$ cat src/rtl/sat_pkg.sv
// ----------------------------------------------------------------------------
// sat_pkg
// Shared types and codes for the sampled allocation tracker.
// ----------------------------------------------------------------------------
package sat_pkg;

	localparam int ADDR_W = 32;

	// request codes
	localparam logic [2:0] REQ_ALLOC   = 3'd0;
	localparam logic [2:0] REQ_REALLOC = 3'd1;
	localparam logic [2:0] REQ_FREE    = 3'd2;
	localparam logic [2:0] REQ_EPOCH   = 3'd3;
	localparam logic [2:0] REQ_READ    = 3'd4;

	// result status codes
	localparam logic [1:0] ST_NONE    = 2'd0;
	localparam logic [1:0] ST_RECORD  = 2'd1;
	localparam logic [1:0] ST_DROPPED = 2'd2;

	// register indexes
	localparam logic REG_THRESHOLD = 1'b0;
	localparam logic REG_SHIFT     = 1'b1;

	localparam logic [31:0] THRESHOLD_RST = 32'd65536;
	localparam logic [4:0]  SHIFT_RST     = 5'd10;

	typedef struct packed {
		logic [31:0] addr;
		logic [31:0] size;
		logic [31:0] birth;
		logic [31:0] caller;
	} entry_t;

	// controller -> datapath strobes
	typedef struct packed {
		logic clr;          // clear entry at idx, idx++
		logic load;         // capture item, update counters
		logic start_old;    // idx = home(old), cnt = 0
		logic start_res;    // idx = home(result), cnt = 0
		logic step;         // idx++, cnt++
		logic keep_old;     // old entry found at idx
		logic sel;          // sampling decision
		logic erase_start;  // idx = hole+1, cnt = 0
		logic erase_step;   // shift entry at idx into hole if allowed, idx++
		logic erase_end;    // empty the final hole
		logic write_new;    // store new entry at idx
		logic drop;         // table full
		logic rd_slot;      // read slot index
		logic slot_out;     // latch read slot contents
		logic result;       // load output registers
	} cmd_t;

	// datapath -> controller status
	typedef struct packed {
		logic [2:0] req;
		logic       old_nz;
		logic       res_nz;
		logic       remove_ok;
		logic       selected;
		logic       rd_match;   // slot read holds the result address
		logic       rd_old;     // slot read holds the old address
		logic       rd_empty;
		logic       cnt_last;
		logic       clr_done;
	} stat_t;

endpackage

$ cat src/rtl/sat_ctrl.sv
// ----------------------------------------------------------------------------
// sat_ctrl
// Sequencer: clearing pass, probe, backward-shift erase and result handshake.
// ----------------------------------------------------------------------------
module sat_ctrl (
	input  logic             clk,
	input  logic             arst_n,
	input  logic             in_valid,
	output logic             in_ready,
	output logic             out_valid,
	input  logic             out_ready,
	input  sat_pkg::stat_t   stat,
	output sat_pkg::cmd_t    cmd
);
	import sat_pkg::*;

	typedef enum logic [3:0] {
		S_CLEAR, S_IDLE, S_DISPATCH, S_P_RD, S_P_EV, S_SELECT, S_REMOVE,
		S_E_START, S_E_CHK, S_E_EV, S_E_END, S_NEWREC, S_RS_RD, S_RS_EV, S_DONE
	} state_t;

	state_t state_q, state_d;
	logic   res_phase_q, res_phase_d;
	logic   out_valid_q;
	logic   match;

	// old probe compares against the old address, result probe against result
	assign match = res_phase_q ? stat.rd_match : stat.rd_old;

	assign in_ready  = (state_q == S_IDLE);
	assign out_valid = out_valid_q;

	always_comb begin
		cmd         = '0;
		state_d     = state_q;
		res_phase_d = res_phase_q;
		unique case (state_q)
			S_CLEAR: begin
				cmd.clr = 1'b1;
				if (stat.clr_done) state_d = S_IDLE;
			end
			S_IDLE: begin
				if (in_valid) begin
					cmd.load = 1'b1;
					state_d  = S_DISPATCH;
				end
			end
			S_DISPATCH: begin
				unique case (stat.req)
					REQ_ALLOC: state_d = S_SELECT;
					REQ_REALLOC, REQ_FREE: begin
						if (stat.old_nz) begin
							cmd.start_old = 1'b1;
							res_phase_d   = 1'b0;
							state_d       = S_P_RD;
						end else begin
							state_d = (stat.req == REQ_FREE) ? S_DONE : S_SELECT;
						end
					end
					REQ_READ: state_d = S_RS_RD;
					default:  state_d = S_DONE;
				endcase
			end
			S_P_RD: state_d = S_P_EV;
			S_P_EV: begin
				if (res_phase_q) begin
					if (match || stat.rd_empty) begin
						cmd.write_new = 1'b1;
						state_d       = S_DONE;
					end else if (stat.cnt_last) begin
						cmd.drop = 1'b1;
						state_d  = S_DONE;
					end else begin
						cmd.step = 1'b1;
						state_d  = S_P_RD;
					end
				end else begin
					if (match) begin
						cmd.keep_old = 1'b1;
						state_d = (stat.req == REQ_FREE) ? S_E_START : S_SELECT;
					end else if (stat.rd_empty || stat.cnt_last) begin
						state_d = (stat.req == REQ_FREE) ? S_DONE : S_SELECT;
					end else begin
						cmd.step = 1'b1;
						state_d  = S_P_RD;
					end
				end
			end
			S_SELECT: begin
				cmd.sel = 1'b1;
				state_d = S_REMOVE;
			end
			S_REMOVE: state_d = stat.remove_ok ? S_E_START : S_NEWREC;
			S_E_START: begin
				cmd.erase_start = 1'b1;
				state_d         = S_E_CHK;
			end
			S_E_CHK: state_d = stat.cnt_last ? S_E_END : S_E_EV;
			S_E_EV: begin
				if (stat.rd_empty) begin
					state_d = S_E_END;
				end else begin
					cmd.erase_step = 1'b1;
					state_d        = S_E_CHK;
				end
			end
			S_E_END: begin
				cmd.erase_end = 1'b1;
				state_d = (stat.req == REQ_FREE) ? S_DONE : S_NEWREC;
			end
			S_NEWREC: begin
				if (stat.res_nz && stat.selected) begin
					cmd.start_res = 1'b1;
					res_phase_d   = 1'b1;
					state_d       = S_P_RD;
				end else begin
					state_d = S_DONE;
				end
			end
			S_RS_RD: begin
				cmd.rd_slot = 1'b1;
				state_d     = S_RS_EV;
			end
			S_RS_EV: begin
				cmd.slot_out = 1'b1;
				state_d      = S_DONE;
			end
			S_DONE: begin
				if (!out_valid_q || out_ready) begin
					cmd.result = 1'b1;
					state_d    = S_IDLE;
				end
			end
			default: state_d = S_IDLE;
		endcase
	end

	always_ff @(posedge clk or negedge arst_n) begin
		if (!arst_n) begin
			state_q     <= S_CLEAR;
			res_phase_q <= 1'b0;
			out_valid_q <= 1'b0;
		end else begin
			state_q     <= state_d;
			res_phase_q <= res_phase_d;
			if (cmd.result) begin
				out_valid_q <= 1'b1;
			end else if (out_ready) begin
				out_valid_q <= 1'b0;
			end
		end
	end

endmodule
$ cat config.mk
export PLATFORM = sky130hd
export DESIGN_NAME = sat_ctrl
export DESIGN_NICKNAME = d
export VERILOG_FILES = /design/src/rtl/sat_pkg.sv /design/src/rtl/sat_ctrl.sv
export SDC_FILE = /design/constraint.sdc
export NUM_CORES = 1
export LEC_CHECK = 0
export BUFFER_PORTS_ARGS = -buffer_cell sky130_fd_sc_hd__buf_2
export CORE_MARGIN = 8
export CORE_UTILIZATION = 46
export DETAILED_ROUTE_END_ITERATION = 6
export PLACE_DENSITY = 0.76
export SYNTH_ARGS = -nofsm -noshare
export SYNTH_HDL_FRONTEND = slang
export SYNTH_SLANG_ARGS = --single-unit
export TNS_END_PERCENT = 100
$ cat constraint.sdc
create_clock -name clk -period 2.1 [get_ports clk]
set_clock_uncertainty 0.15 [all_clocks]
set_input_delay 0.21 -clock clk [delete_from_list [all_inputs] [get_ports clk]]
set_output_delay 0.21 -clock clk [all_outputs]
set_load 0.03 [all_outputs]
==> out/qor.txt, run 1 <==
placed wire-length estimate: 1.842 mm
WL/cell: 14.85 um
final hold vios: 0
I/O pin count: 33
flops & latches, synth: 6
CP startpoint kind: flop
drt via density: 5.885
status: completed
critical setup path kind: flop to primary output
WHS: 0.1515 ns
Pins Over Slew Limit: 0
drt total wl: 2.317 mm
CP Max Fanout: 8
Diodes inserted: 0
worst endpoint required time: 1.74 ns
IO buf count: 32
first-pass GRT wire length: 3.995 mm
distinct cell type count after synthesis: 38
Power per Cell Area: 1433 nW/um^2
Post-DRT Antenna Nets: 0
Core Util, Final: 62.27%
largest family of logic cells by synthesized area: simple AND/OR/NAND/NOR gates
Mapped Cells: 106
Max-cap violations: 0
Post-layout nets: 158
xor/xnor share of the synthesized area: 1.201%
fmax: 490.8 MHz
M2 GR Usage: 24.36%
Yosys top cell area share: 20.58%
Post-synth EDFFs: 0
RSZ-0062 raised after global routing: false
complex-gate fraction of the synthesized area: 29.33%
CTS Buf Count: 3
Post-route DRC: 0
Starting DRT DRC Count: 48
grt ovf: 0
grt met1 use: 17.53%
setup_tns: 0 ns
largest net degree at the start of global routing: 18
die height: 55.82 um
top post-synthesis cells by count: 18 x nor2_1, 10 x a21oi_1, 10 x nand2_1
post-synthesis mux area share: 0%
yosys warns: 0
total power: 1328 uW
Rel. slew slack: 54.64%
Synth area leaders: dfrtp_1 21%, nor2_1 9.3%, a21oi_1 6.9%
Final WS setup: 0.06231 ns
sequential share of the synthesized area: 20.58%
initial antenna violation count: 0
pre-CTS WS: 0.1760 ns
ys flop type: dfrtp_1
vias in the first global route: 893
Mapped Area: 729.5 sq um
Leak: 0.0004471 uW
asr flop ratio synth: 100.0%
Worst R2R Setup Slack: 0.14 ns
clk sinks: 6
met3 usage: 4.338%
Mapped Nets: 122
Min-Delay Path Class: input pin to flop
CTS root buffer: clkbuf_4
grt peak-use layer: met2
# fillers: 140
Setup violations, final: 0
initial core utilization: 48.99%
Max VDD drop: 0.6120 mV
arrival time at the worst endpoint: 1.68 ns
minimum clock period: 2.038 ns
Area Growth Syn to Fin: 27.10%
most common cell in the netlist: nor2_1
simple-gate portion of the synthesized area: 38.59%
DR vias: 918
gr usage total: 15.10%
layout cells sized above 1: 33.57%
Core Region: 1489 sq um
top cell type by total area after synthesis: dfrtp_1
Worst-Skew Late Latency: 0.25 ns
CTS tree: yes
Post-Synth Adder-Cell Area: 0%
CP Capture Type: primary output
Worst-Margin Slew: 0.6633 ns
clock slew at reported path FFs: 0.05 ns
buffers inserted by post-CTS timing repair: 0
Routability Congestion: 0.9367
H-tree depth: 1
first-pass detailed-route iteration total: 4
Die W: 55.82 um
Die Footprint: 3116 sq um
Avg Inst Size Synth: 6.882 sq um
CTS max path bufs: 2
FP Rows: 14
Final Cycle Share: 97.03%
[what timing repair did]
item / in CTS / in global routing
resized for setup: 0 / 1
hold endpoints to repair: 6 / 0
hold buffers: 1 / 0
endpoints found under the setup margin: 0 / 2
[logic make-up (layout without fill, tap and decap cells)]
group | after synthesis | after routing
compound gates | 33 | 33
xor+xnor | 1 | 1
buf+inv | 11 | 45
flops | 6 | 6
simple gates | 55 | 55
[path summary, 6_finish.rpt]
kind / startpoint / to / cells after the start
setup / recovery: state_q[0] / cmd[9] / 4
hold / removal: in_valid / state_q[0] / 3
setup reg to reg: state_q[3] / state_q[0] / 4
hold reg to reg: out_valid / out_valid / 2
max in group asynchronous: arst_n / state_q[1] / 2
min in group asynchronous: arst_n / state_q[3] / 2
[state kept, by name, summed over array words and instances (netlist names)]
signal and cells:
out_valid 1, res_phase_q 1, state_q 4
[worst max-delay path, cell delays in order, from the launching register on]
cell	delay, ns
dfrtp_1	0.46
buf_4	0.20
or3_1	0.43
nor2_1	0.13
buf_2	0.21
[where the power goes]
| group | switching [uW] | internal [uW] |
|---|---|---|
| registers | 108 | 178 |
| logic | 570 | 361 |
| clock network | 45.7 | 64.9 |
[layer usage]
metal | share of wire, % | vias to the layer above
met2 | 48 | 44
met5 | 0 | -
met1 | 43 | 417
li1 | - | 453
met4 | 0.99 | 0
met3 | 7.8 | 4
[per-stage QoR]
stage / std cells / cell area [sq um]
global route: 156 / 927.1
finish: 156 / 927.1
detailed placement: 152 / 893.4
CTS: 156 / 925.9
floorplan: 106 / 735.7
global placement: 152 / 893.4
[cell type report]
cell class	count	area (sq um)	area share [%]
inverter	4	15.01	1.619
clock buffer	3	22.52	2.429
multi-input combinational	89	510.5	55.06
tap	16	20.02	2.159
sequential	6	151.4	16.33
timing repair buffer	38	207.7	22.40
[cell usage in the layout (no fill, tap or decap)]
cell,Yosys,routed
buf_2,2,32
nor2_1,18,18
nand2_1,10,10
a21oi_1,10,10
nor3_1,8,8
nand2b_1,5,5
o21ai_0,5,5
dfrtp_1,6,5
buf_4,1,5
inv_1,4,4
nor4_1,4,3
a31oi_1,3,3
clkbuf_4,0,3
a211oi_1,2,2
a2111oi_0,2,2
nand3_1,2,2
or2b_2,1,1
or3_1,1,1
nor3b_1,1,1
xor2_1,1,1
nand3b_1,1,1
nor4_2,0,1
nor3b_2,1,1
and2b_2,1,1
a21boi_1,1,1
o22ai_1,1,1
o211a_1,1,1
a22o_1,1,1
nand2b_2,1,1
o211ai_1,1,1
a21o_1,1,1
and2b_4,1,1
a2111oi_1,1,1
o21ai_1,1,1
a221o_1,1,1
o21a_1,1,1
a22oi_1,1,1
dlygate4sd3_1,0,1
dfrtp_2,0,1
(Power assumes the default switching activity.)
==> run 2: changes to the inputs <==
Settings changed: ABC_AREA set to 1, CORE_UTILIZATION 46 to 45, GPL_ROUTABILITY_DRIVEN set to 0, MAX_ROUTING_LAYER set to met4, PLACE_DENSITY 0.76 to 0.75.
==> run 2 against run 1 <==
Synthesized area down 3.9%. Combinational power down 16%. Maximum frequency up 8.0%. First-iteration DRC count down 63%. Highest routed layer unchanged. Clock power down 6%. Largest cell class unchanged. Worst hold slack worse by 0.065 ns. Total power down 15%.
==> out/qor.txt, run 2 <==
critical setup path kind: flop to primary output (unchanged)
worst endpoint required time: 1.74 ns (about the same)
placed wire-length estimate: 1.842 mm (unchanged)
drt via density: 4.968 (was 5.885)
drt total wl: 2.090 mm (was 2.317 mm)
Area Growth Syn to Fin: 30.36% (was 27.10%)
Worst R2R Setup Slack: 0.59 ns (was 0.14 ns)
Max-cap violations: 0 (unchanged)
# fillers: 158 (was 140)
CP Capture Type: primary output (unchanged)
Mapped Cells: 134 (was 106)
Min-Delay Path Class: input pin to flop (unchanged)
Yosys top cell area share: 21.96% (was 20.58%)
die height: 55.46 um (was 55.82 um)
Mapped Nets: 150 (was 122)
Die Footprint: 3076 sq um (was 3116 sq um)
Avg Inst Size Synth: 5.229 sq um (was 6.882 sq um)
grt ovf: 0 (unchanged)
Post-DP Area: 880.8 sq um (was 893.4 sq um)
DR vias: 924 (was 918)
largest reg by FF count: state_q (unchanged)
H-tree depth: 1 (unchanged)
Pint: 476.4 uW (was 603.7 uW)
Post-route DRC: 0 (unchanged)
CTS root buffer: clkbuf_4 (unchanged)
Pins Over Slew Limit: 0 (unchanged)
first-pass GRT wire length: 3.670 mm (was 3.995 mm)
I/O pin count: 33 (unchanged)
status: completed (unchanged)
final hold vios: 0 (unchanged)
commonest non-fill, non-tap cells in the layout: 41 x nand2_1, 32 x buf_2, 28 x inv_1 (was 32 x buf_2, 18 x nor2_1, 10 x nand2_1, 10 x a21oi_1, 8 x nor3_1)
largest net degree at the start of global routing: 7 (was 18)
Setup violations, final: 0 (unchanged)
Post-DRT Antenna Nets: 0 (unchanged)
top post-synthesis cells by count: 41 x nand2_1, 28 x inv_1, 22 x nor2_1 (was 18 x nor2_1, 10 x a21oi_1, 10 x nand2_1)
Core Region: 1489 sq um (unchanged)
part of the power in registers: 21.8% (was 21.6%)
Diodes inserted: 0 (unchanged)
most common cell in the netlist: nand2_1 (was nor2_1)
CTS Buf Count: 3 (unchanged)
sequential share of the synthesized area: 21.43% (was 20.58%)
CTS tree: yes (unchanged)
IO buf count: 32 (unchanged)
ys flop type: dfrtp_1 (unchanged)
fmax: 530.1 MHz (was 490.8 MHz)
initial core utilization: 47.06% (was 48.99%)
Synth area leaders: nand2_1 22%, dfrtp_1 21%, inv_1 15% (was dfrtp_1 21%, nor2_1 9.3%, a21oi_1 6.9%)
power share of the combinational group: 69.0% (was 70.1%)
distinct cell type count after synthesis: 16 (was 38)
Final Cycle Share: 89.82% (was 97.03%)
Worst-Margin Slew: 0.2447 ns (was 0.6633 ns)
buffers inserted by post-CTS timing repair: 0 (unchanged)
RSZ-0062 raised after global routing: false (unchanged)
minimum clock period: 1.886 ns (was 2.038 ns)
setup_tns: 0 ns (unchanged)
clk sinks: 6 (unchanged)
top cell type by total area after synthesis: nand2_1 (was dfrtp_1)
vias in the first global route: 901 (was 893)
CTS max path bufs: 2 (unchanged)
first-pass detailed-route iteration total: 4 (unchanged)
Die W: 55.46 um (was 55.82 um)
gr usage total: 13.91% (was 15.10%)
asr flop ratio synth: 100.0% (unchanged)
Rel. slew slack: 83.62% (was 54.64%)
Worst-Skew Late Latency: 0.24 ns (was 0.25 ns)
max reg flops: 4 (unchanged)
Power per Cell Area: 1235 nW/um^2 (was 1433 nW/um^2)
flops & latches, synth: 6 (unchanged)
most common cell after layout, fill and taps aside: nand2_1 (was buf_2)
WL/cell: 11.24 um (was 14.85 um)
CP startpoint kind: flop (unchanged)
final instance area: 913.4 sq um (was 927.1 sq um)
yosys warns: 0 (unchanged)
CP Max Fanout: 6 (was 8)
Post-synth EDFFs: 0 (unchanged)
Psw: 651.9 uW (was 724.5 uW)
WHS: 0.08677 ns (was 0.1515 ns)
clock slew at reported path FFs: 0.05 ns (about the same)
Leak: 0.0006278 uW (was 0.0004471 uW)
Switching Share: 57.78% (was 54.55%)
layout cells sized above 1: 25.29% (was 33.57%)
Clock power frac: 9.2% (was 8.3%)
cts hold-fix bufs: 1 (unchanged)
FP Rows: 14 (unchanged)
Mapped Area: 700.7 sq um (was 729.5 sq um)
Post-layout nets: 188 (was 158)
arrival time at the worst endpoint: 1.53 ns (was 1.68 ns)
Max VDD drop: 0.7111 mV (was 0.6120 mV)
Starting DRT DRC Count: 18 (was 48)
# resized after CTS: 0 (unchanged)
initial antenna violation count: 0 (unchanged)
run 2: cells by family after synthesis:
logic type	after synthesis	share of synthesized area (%)
AO/OA/AOI/OAI	9	7.143
buffers and inverters	30	16.07
flip-flops	6	21.43
AND/OR/NAND/NOR	89	55.36
run 2: worst paths after layout:
check	end	cells after the start	startpoint
worst max register to register	state_q[1]	8	state_q[1]
worst max-delay path	cmd[3]	7	state_q[2]
min in group asynchronous	state_q[1]	2	arst_n
worst min-delay path	state_q[0]	4	in_valid
max in group asynchronous	res_phase_q	2	arst_n
worst min register to register	res_phase_q	2	res_phase_q
run 2: per-stage QoR:
| stage | util (%) | std cells | power [uW] | worst slack [ns] |
|---|---|---|---|---|
| 5_1_grt | 61.34 | 186 | 1233 | 0.07707 |
| 6_report | 61.34 | 186 | 1128 | 0.2137 |
| 4_1_cts | 61.34 | 186 | 1130 | 0.2141 |
| 3_3_place_gp | 59.16 | 182 | 996.3 | 0.5244 |
| 3_5_place_dp | 59.16 | 182 | 1020 | 0.4847 |
| 2_1_floorplan | - | 134 | 820.4 | 0.4613 |
run 2: area by class of cell:
type	count	area, sq um	area share, %
clock buffer	3	22.52	2.466
inverter	30	112.6	12.33
multi-input combinational	98	437.9	47.95
sequential	6	150.1	16.44
tap	16	20.02	2.192
timing repair buffer	33	170.2	18.63
run 2: layer usage:
metal	GRT usage, %	vias up	part of all wire (%)
li1	-	485	-
met1	14.45	409	44
met2	24.20	26	49
met3	4.795	4	5.1
met4	3.873	0	1.5
met5	-	-	0
run 2: critical path, cell delays in order (launching register included):
cell     delay, ns
dfrtp_1       0.42
inv_1         0.09
nor2_2        0.18
inv_2         0.08
nor2_4        0.14
nand2_1       0.09
nor2_1        0.10
buf_2         0.20
run 2: power groups by stage:
stage / registers (uW) / logic [uW] / clock network [uW]
after floorplan: 241 / 579 / 0
after global placement: 240 / 756 / 0
after detailed placement: 246 / 774 / 0
after CTS: 244 / 777 / 108
after global routing: 253 / 864 / 116
final: 246 / 779 / 104
